`src/rtl/rgst_ram.sv`:
```
// Generic single-port RAM with registered read.
`default_nettype none
module rgst_ram #(
    parameter int Width = 8,
    parameter int Depth = 16
) (
    input  wire logic                     clk,
    input  wire logic                     we,
    input  wire logic [$clog2(Depth)-1:0] addr,
    input  wire logic [Width-1:0]         wdata,
    output logic      [Width-1:0]         rdata
);
    logic [Width-1:0] mem [Depth];

    always_ff @(posedge clk)
    begin
        if (we)
        begin
            mem[addr] <= wdata;
        end
        rdata <= mem[addr];
    end
endmodule
`default_nettype wire

```
`config.mk`:
```
export PLATFORM = sky130hd
export DESIGN_NAME = rgst_ram
export DESIGN_NICKNAME = d
export VERILOG_FILES = /design/src/rtl/rgst_ram.sv
export SDC_FILE = /design/constraint.sdc
export NUM_CORES = 1
export LEC_CHECK = 0
export BUFFER_PORTS_ARGS = -buffer_cell sky130_fd_sc_hd__buf_2
export CAP_MARGIN = 25
export CORE_AREA = 2 2 116 118
export CTS_CLUSTER_SIZE = 16
export DETAILED_ROUTE_END_ITERATION = 10
export DIE_AREA = 0 0 118 120
export PLACE_DENSITY = 0.63
export SLEW_MARGIN = 20
export SYNTH_ARGS = -nofsm -noshare
export SYNTH_HDL_FRONTEND = slang
export SYNTH_SLANG_ARGS = --single-unit
```
`constraint.sdc`:
```
create_clock -name clk -period 4.6 [get_ports clk]
set_clock_uncertainty 0.2 [all_clocks]
set_input_delay 0.46 -clock clk [delete_from_list [all_inputs] [get_ports clk]]
set_output_delay 0.46 -clock clk [all_outputs]
set_load 0.005 [all_outputs]
```
---- Word level (Yosys, flattened, before mapping) ----
Memories as Yosys holds them, arrays and structs flattened. A register that Yosys moved wholly into a read port is not among the register bits.
Cells that the tools add are included.
storage, ports and cells
  bits in registers ....................... 0
  output and inout bits ................... 8
  word-level logic and storage cells ...... 3
  memory bits (writable) .................. 128
  memories ................................ 1
cells by class
  multiplexer cells ....................... 2
memories
  name  depth  width  read ports  clocked after memory_dff  write ports  line  source
  mem   16     8      1           1                         1            13    logic [Width-1:0] mem [Depth];
operator list
  operator  count
  $mux W1   2

---- Longest topological paths before layout ----
Gate-level depths: netlist of the first run.
  word-level depth ........................ 2
  gate-level depth with buffers ........... 5
  depth with buffers taken out ............ 3

---- Worst setup path before layout of the first run ----
No wires, ideal clock.
  path kind ............................... in2reg
  from .................................... input port addr[2]
  to ...................................... memory mem[0][0], enable pin
  cell stages on the path ................. 2
  arrival time ............................ 1,570 ps
  data required time ...................... 4,017 ps
  path slack .............................. 2,447 ps
  library setup time ...................... 383 ps
  path through ............................ or3b_2 -> nor3_1
RTL lines
  element      line  source
  from (decl)  9     input wire logic [$clog2(Depth)-1:0] addr,
  to (decl)    13
No word-level cell before the write port.

---- Worst setup path after layout of the first run ----
  from .................................... input port addr[1]
  to ...................................... memory mem[3][1], enable pin
No word-level cell before the write port.

==> results_dict.tcl, run 1 <==
set metrics [dict create \
    status "finished, final reports clean" \
    routabilityCongestion 0.7613 \
    holdBufCountCts 0 \
    die_area_mm2 0.01416 \
    die_w_um 118 \
    drt_pass1_iterations 5 \
    syn_inst 230 \
    yosysMostFrequentCell "edfxtp_1" \
    fmax_ghz 0.4171 \
    clock_sinks 136 \
    cts.path.max_buffers 2 \
    setup-tns-final_ns 0 \
    antenna_found_initial 0 \
    core-area_mm2 0.01298 \
    final_hold_viol_count 0 \
    async_flop_share_pct 0 \
    hold_path.class "primary input to register" \
    p_leak_nw 1.967 \
    synth_nets 244 \
    viasPerCell 5.126 \
    io_buffer_count 21 \
    required_ns 4.43 \
    ctsRootBufferMaster "clkbuf_16" \
    insertion_delay_ns 0.40 \
    cp_slowest_stage_delay_ns 0.72 \
    grt_pass1_vias 2450 \
    yosys_most_used_dff "edfxtp_1" \
    holdPathStages 1 \
    place_hpwl_um 6329 \
    critPathMaxFanout 39 \
    crit_family "simple AND/OR/NAND/NOR gates" \
    cp.arrival_ns 2.23 \
    drcViolationCount 0 \
    yosys.cell_types.count 18 \
    layout-drive-gt1-share_pct 32.13 \
    post-route-period-util_pct 52.12 \
    tightest_slew_ns 0.9649 \
    antenna_cells 0 \
    ys_ff_latch 136 \
    yosys.area.top_type "edfxtp_1" \
    period_minus_slack_ns 2.398 \
    grt_start_max_net_pins 40 \
    synth_area_mm2 0.005067 \
    setup_viol 0 \
    synth_edf_count 128 \
    power.density_mw_per_mm2 506.5 \
    nFillCells 1078 \
    slew_violations 0 \
    postCtsResizedCells 0 \
    die_h_um 120 \
    startpoint_type "primary input" \
    clkTransAtPathRegs_ns 0.05 \
    wl_per_cell_um 22.33 \
    grt_pass1_wl_um 15410 \
    layout.nets 278 \
    reg2reg_slack_ns 3.03 \
    cp_cell_sequence "buf_2 > nand2_1 > nor2_1" \
    num_vias 2322 \
    post-cts-setup-buffer-count 0 \
    place_inst 421 \
    cts.htree.levels 4 \
    initial_core_util_pct 39.04 \
    io_pins 22 \
    netlist_top_cells_count "128 x edfxtp_1, 32 x mux4_2, 16 x a22oi_1" \
    final_cells 453 \
    crit_cells 3 \
    drt-initial-drc-count 289 \
    worst_r2r_path_depth 3 \
    grt_use_total_pct 15.46 \
    peakVddDrop_uv 257.4 \
    crit_slowest_cell "nor2_1" \
    rsz0062_at_grt "false" \
    wirelength_um 10120 \
    synth_top_area_share_pct 75.85 \
    avgSynthCellArea_um2 22.03 \
    yosys-top-cells-area "edfxtp_1 76%, mux4_2 14%, dfxtp_1 3.2%" \
    path_class "primary input to register" \
    cap_violations 0 \
    endpoint_kind "register" \
    slew_headroom_pct 35.67 \
    synth_warnings 0 \
    worst_hold_slack_ns 0.2623 \
    cts_tree "yes" \
    drtAntennaViolNets 0 \
    grt_overflow 0 \
    row_count 42 \
    cts_buffers 17 \
    cp_num_buf_inv 1 \
    syn2layout_area_growth_pct 19.41 \
    ys_seq_area_share_pct 79.01 \
]
## logic make-up after synthesis
family	Yosys count	synth area share, %
buffers and inverters	11	1.185
DFF	136	79.01
AOI/OAI and AO/OA	16	2.370
and+or+nand+nor	35	3.210
muxes	32	14.22
## cell usage in the layout, fill, tap and decap left out, drive strengths merged, types with 2 or more instances in the layout
cell type	instances
a22oi	16
buf	26
bufinv	7
clkbuf	17
clkinv	5
clkinvlp	3
dfxtp	8
edfxtp	128
mux4	32
nand2	9
nand2b	2
nand3b	2
nor2	13
nor2b	2
nor3	4
## worst paths after layout
path         startpoint    endpoint
min            wdata[0]  mem[11][0]
max             addr[1]   mem[3][1]
min reg2reg  mem[12][4]    rdata[4]
max reg2reg   mem[0][6]    rdata[6]
## per-layer routing
| metal | part of all wire [%] | GRT usage [%] |
|---|---|---|
| met1 | 43 | 21.38 |
| met2 | 47 | 23.18 |
| met3 | 9.2 | 5.276 |
| met4 | 0.66 | 4.970 |
| met5 | 0 | 0 |
## final cells by class
cell class / count / area, um^2 / share of cell area [%]
clock inverter: 15 / 255.2 / 4.218
sequential: 136 / 4004 / 66.17
tap: 176 / 220.2 / 3.639
clock buffer: 17 / 425.4 / 7.031
timing repair buffer: 26 / 142.6 / 2.357
multi-input combinational: 83 / 1003 / 16.58
## state kept, by name (all words and copies together) (netlist names)
register  count
mem         128
rdata         8
## per-stage QoR
stage / util [%] / cell area, um^2 / power, mW / setup WS [ns]
CTS: 46.62 / 6051 / 3.086 / 2.160
floorplan: - / 5067 / 1.489 / 2.447
finish: 46.62 / 6051 / 3.065 / 2.202
global route: 46.62 / 6051 / 3.147 / 2.035
detailed placement: 41.37 / 5370 / 1.552 / 1.735
global placement: 41.37 / 5370 / 1.549 / 1.774
## power breakdown
part / switching [mW] / total, mW / internal, mW / leakage, nW
logic: 0.0763 / 0.127 / 0.0505 / 0.420
registers: 0.0113 / 1.40 / 1.39 / 1.22
clock network: 0.477 / 1.54 / 1.06 / 0.324
total: 0.565 / 3.06 / 2.50 / 1.97
No activity file was read; power rests on OpenSTA's default activity.
==> run 2: changes to the inputs <==
Clock period 4.6 ns to 2.4 ns, I/O delays scaled along.
==> results_dict.tcl, run 2 (synthesis results as in run 1) <==
set metrics [dict create \
    status "finished, final reports clean" \
    min_to "mem[15][1]" \
    drt_pass1_iterations 4 \
    holdBufCountCts 0 \
    peakVddDrop_uv 506.6 \
    crit_family "buffers and inverters" \
    cts_tree "yes" \
    slew_violations 0 \
    layout-drive-gt1-share_pct 35.91 \
    startpoint "addr[1]" \
    routabilityCongestion 0.7168 \
    grt_overflow 0 \
    cts.path.max_buffers 2 \
    insertion_delay_ns 0.41 \
    post-route-period-util_pct 70.64 \
    die_area_mm2 0.01416 \
    regMostFlops "mem" \
    drtAntennaViolNets 0 \
    layout_setup_ws_ns 0.7046 \
    wl_per_cell_um 20.41 \
    highest_layer "met4" \
    antenna_cells 0 \
    startpoint_type "primary input" \
    clock_sinks 136 \
    wirelength_um 9673 \
    tightest_slew_ns 0.7068 \
    cts_buffers 17 \
    met3_length_um 529 \
    setup_viol 0 \
    clkTransAtPathRegs_ns 0.05 \
    io_pins 22 \
    reg2reg_to "rdata[0]" \
    period_minus_slack_ns 1.695 \
    internal_power_mw 4.267 \
    grt_pass1_wl_um 14860 \
    cp_cell_sequence "buf_2 > buf_4 > mux4_2 > a22oi_1 > nand2_1" \
    p_sw_share_pct 19.47 \
    power.density_mw_per_mm2 869.8 \
    wl_met1_um 4343 \
    cap_violations 0 \
    postCtsResizedCells 0 \
    final_hold_viol_count 0 \
    crit_slowest_cell "buf_2" \
    die_h_um 120 \
    antenna_found_initial 0 \
    slew_headroom_pct 52.78 \
    p_leak_nw 2.029 \
    grt_use_total_pct 14.91 \
    holdPathStages 1 \
    core-area_mm2 0.01298 \
    required_ns 2.49 \
    largest_reg_flops 128 \
    endpoint_kind "register" \
    cts.htree.levels 4 \
    p_seq_share_pct 50.5 \
    final_cell_mix "128 x edfxtp_1, 32 x mux4_2, 26 x buf_4" \
    hold_path.class "primary input to register" \
    io_buffer_count 21 \
    met2RoutedLength_um 4635 \
    reg2reg_slack_ns 0.80 \
    cp.arrival_ns 1.78 \
    initial_core_util_pct 39.04 \
    fmax_ghz 0.5898 \
    clockPowerShare_pct 44.9 \
    drt-initial-drc-count 298 \
    row_count 42 \
    top_regs "mem x128, rdata x8" \
    rsz0062_at_grt "false" \
    hold_start "wdata[1]" \
    grt_pass1_vias 2461 \
    combPwrFrac_pct 4.7 \
    cp_slowest_stage_delay_ns 0.48 \
    viasPerCell 5.042 \
    post-cts-setup-buffer-count 0 \
    nFillCells 1088 \
    drcViolationCount 0 \
    pre_cts_ws_ns 0.3090 \
    place_hpwl_um 6335 \
    path_class "primary input to register" \
    grt_start_max_net_pins 26 \
    die_w_um 118 \
    layout.nets 300 \
    setup-tns-final_ns 0 \
    ctsRootBufferMaster "clkbuf_16" \
    p_sw_mw 1.032 \
    critPathMaxFanout 25 \
    rr_startpoint "mem[3][0]" \
    mostFrequentLayoutCell "edfxtp_1" \
    num_vias 2390 \
    cp_num_buf_inv 2 \
    worst_r2r_path_depth 3 \
    syn2layout_area_growth_pct 20.22 \
]
==> run 2: final cells by class <==
class / count / area [um^2] / share of cell area [%]
repair buffers: 48 / 320.3 / 5.258
multi-input cells: 83 / 1003 / 16.47
clock inverters: 11 / 107.6 / 1.766
well taps: 176 / 220.2 / 3.615
clock buffers: 20 / 436.7 / 7.168
flip-flops and latches: 136 / 4004 / 65.72
==> run 2: how the worst max path moves through the flow <==
stage                     cells past startpoint          to
final                                         5    rdata[0]
after global routing                          4  mem[14][7]
after CTS                                     5    rdata[7]
after detailed placement                      5    rdata[0]
after global placement                        5  mem[13][7]
after floorplan                               2   mem[0][0]
==> run 2: power by group through the flow <==
| stage | Clock [mW] | Combinational, mW | Sequential, mW |
|---|---|---|---|
| 3_5_place_dp | 0 | 0.252 | 2.72 |
| 6_report | 2.38 | 0.248 | 2.67 |
| 2_1_floorplan | 0 | 0.137 | 2.72 |
| 5_1_grt | 2.53 | 0.271 | 2.68 |
| 4_1_cts | 2.44 | 0.253 | 2.67 |
| 3_3_place_gp | 0 | 0.248 | 2.72 |
==> run 2: through the flow <==
stage | hold slack, ns | instance area (um^2) | total power [mW] | std cells | util [%]
final | 0.02796 | 6092 | 5.299 | 474 | 46.93
after CTS | 0.01396 | 6092 | 5.363 | 474 | 46.93
after global routing | 0.03065 | 6092 | 5.474 | 474 | 46.93
after global placement | 0.4226 | 5548 | 2.969 | 443 | 42.74
after floorplan | 0.1389 | 5067 | 2.855 | 230 | -
after detailed placement | 0.4149 | 5548 | 2.974 | 443 | 42.74
==> run 2: per-layer routing <==
metal  track usage, %  vias up
met2            22.82       88
met3            5.133       12
met1            19.67     1216
met4            6.024        0
met5                0        -
li1                 -     1074
==> run 3: changes to the inputs <==
Settings changed: PLACE_DENSITY 0.63 to 0.65.
Clock period 2.4 ns to 1.5 ns, I/O delays scaled along.
==> results_dict.tcl, run 3 (synthesis results as in run 1) <==
set metrics [dict create \
    antenna_found_initial 0 \
    clockPowerShare_pct 45.4 \
    row_count 42 \
    insertion_delay_ns 0.41 \
    die_h_um 120 \
    drtAntennaViolNets 0 \
    critPathMaxFanout 1 \
    grt_pass1_wl_um 16060 \
    pre_cts_ws_ns -0.2977 \
    endpoint_kind "register" \
    wl_per_cell_um 20.68 \
    final_util_pct 50.55 \
    die_w_um 118 \
    p_sw_share_pct 20.43 \
    slew_violations 0 \
    slew_headroom_pct 41.10 \
    cap_violations 0 \
    mostFrequentLayoutCell "edfxtp_1" \
    grt_use_total_pct 15.83 \
    status "finished, final reports clean" \
    layout-drive-gt1-share_pct 48.00 \
    period_minus_slack_ns 1.481 \
    clkTransAtPathRegs_ns 0.06 \
    regMostFlops "mem" \
    io_buffer_count 21 \
    rsz0062_at_grt "true" \
    viasPerCell 4.968 \
    crit_slowest_cell "mux4_2" \
    nFillCells 1032 \
    post-route-period-util_pct 98.75 \
    final_cell_mix "128 x edfxtp_1, 40 x buf_4, 32 x mux4_2" \
    p_leak_nw 2.182 \
    tightest_slew_ns 0.8818 \
    fmax_ghz 0.6751 \
    power.density_mw_per_mm2 1335 \
    cp_cell_sequence "mux4_2 > a22oi_1 > nand2_1" \
    cts.path.max_buffers 2 \
    post-cts-setup-buffer-count 0 \
    startpoint_type "register" \
    largest_reg_flops 128 \
    place_hpwl_um 7104 \
    num_vias 2489 \
    power_mw 8.762 \
    routabilityCongestion 0.7829 \
    die_area_mm2 0.01416 \
    p_sw_mw 1.790 \
    setup_viol 0 \
    drcViolationCount 0 \
    syn2layout_area_growth_pct 29.48 \
    cp.arrival_ns 1.57 \
    internal_power_mw 6.972 \
    core-area_mm2 0.01298 \
    final_hold_viol_count 0 \
    cts_tree "yes" \
    cts.htree.levels 4 \
    peakVddDrop_uv 798.1 \
    initial_core_util_pct 39.04 \
    drt-initial-drc-count 217 \
    hold_path.class "primary input to register" \
    clock_sinks 136 \
    combPwrFrac_pct 5.7 \
    ctsRootBufferMaster "clkbuf_16" \
    grt_pass1_vias 2679 \
    cts_buffers 17 \
    cp_slowest_stage_delay_ns 0.49 \
    layout_setup_ws_ns 0.01871 \
    io_pins 22 \
    grt_overflow 0 \
    setup-tns-final_ns 0 \
    grt_start_max_net_pins 17 \
    wirelength_um 10360 \
    drt_pass1_iterations 4 \
    path_class "register to register" \
    p_seq_share_pct 48.9 \
    antenna_cells 0 \
    top_regs "mem x128, rdata x8" \
    layout.nets 326 \
    required_ns 1.59 \
]
run 3: path summary, 6_finish.rpt:
| check | depth (start not counted) | endpoint | slack, ns | from |
|---|---|---|---|---|
| worst max-delay path | 3 | rdata[5] | 0.02 | mem[11][5] |
| worst min register to register | 3 | rdata[0] | 0.47 | mem[15][0] |
| worst min-delay path | 4 | rdata[3] | 0.20 | addr[0] |
| worst max register to register | 3 | rdata[5] | 0.02 | mem[11][5] |
run 3: what timing repair did:
item / CTS / global route
hold buffers: 8 / 0
hold endpoints to repair: 128 / 0
gates resized for setup: 4 / 5
pin swaps: 0 / 4
setup endpoints to repair: 4 / 8
run 3: critical path: cells and delay by family (launching register included):
| kind | cells | cell delay (ns) |
|---|---|---|
| and+or+nand+nor | 1 | 0.07 |
| DFF | 1 | 0.38 |
| muxes | 1 | 0.49 |
| AOI/OAI and AO/OA | 1 | 0.23 |
run 3: power by group through the flow:
stage	combinational (mW)	clock, mW	sequential [mW]
CTS	0.499	4.06	4.28
floorplan	0.247	0	4.35
global placement	0.463	0	4.36
global route	0.539	4.23	4.29
finish	0.501	3.98	4.28
detailed placement	0.473	0	4.36
run 3: per-layer routing:
metal / up-vias / part of all wire (%) / track usage [%]
met4: 0 / 1.1 / 5.196
met2: 69 / 49 / 24.42
met5: - / 0 / 0
li1: 1128 / - / -
met3: 12 / 4.1 / 4.325
met1: 1280 / 46 / 22.01
run 3: stage by stage:
step / std cells / hold slack [ns] / instance area [um^2]
floorplan: 230 / 0.04887 / 5199
global placement: 461 / 0.3329 / 5859
detailed placement: 461 / 0.3441 / 5859
CTS: 501 / 0.1858 / 6536
global route: 501 / 0.2050 / 6561
finish: 501 / 0.2009 / 6561
run 3: cell type report:
cell class / count / area (um^2) / area share (%)
flip-flops and latches: 136 / 4004 / 61.02
clock buffers: 21 / 450.4 / 6.865
well taps: 176 / 220.2 / 3.356
clock inverters: 11 / 126.4 / 1.926
multi-input cells: 83 / 1175 / 17.91
repair buffers: 74 / 585.6 / 8.924
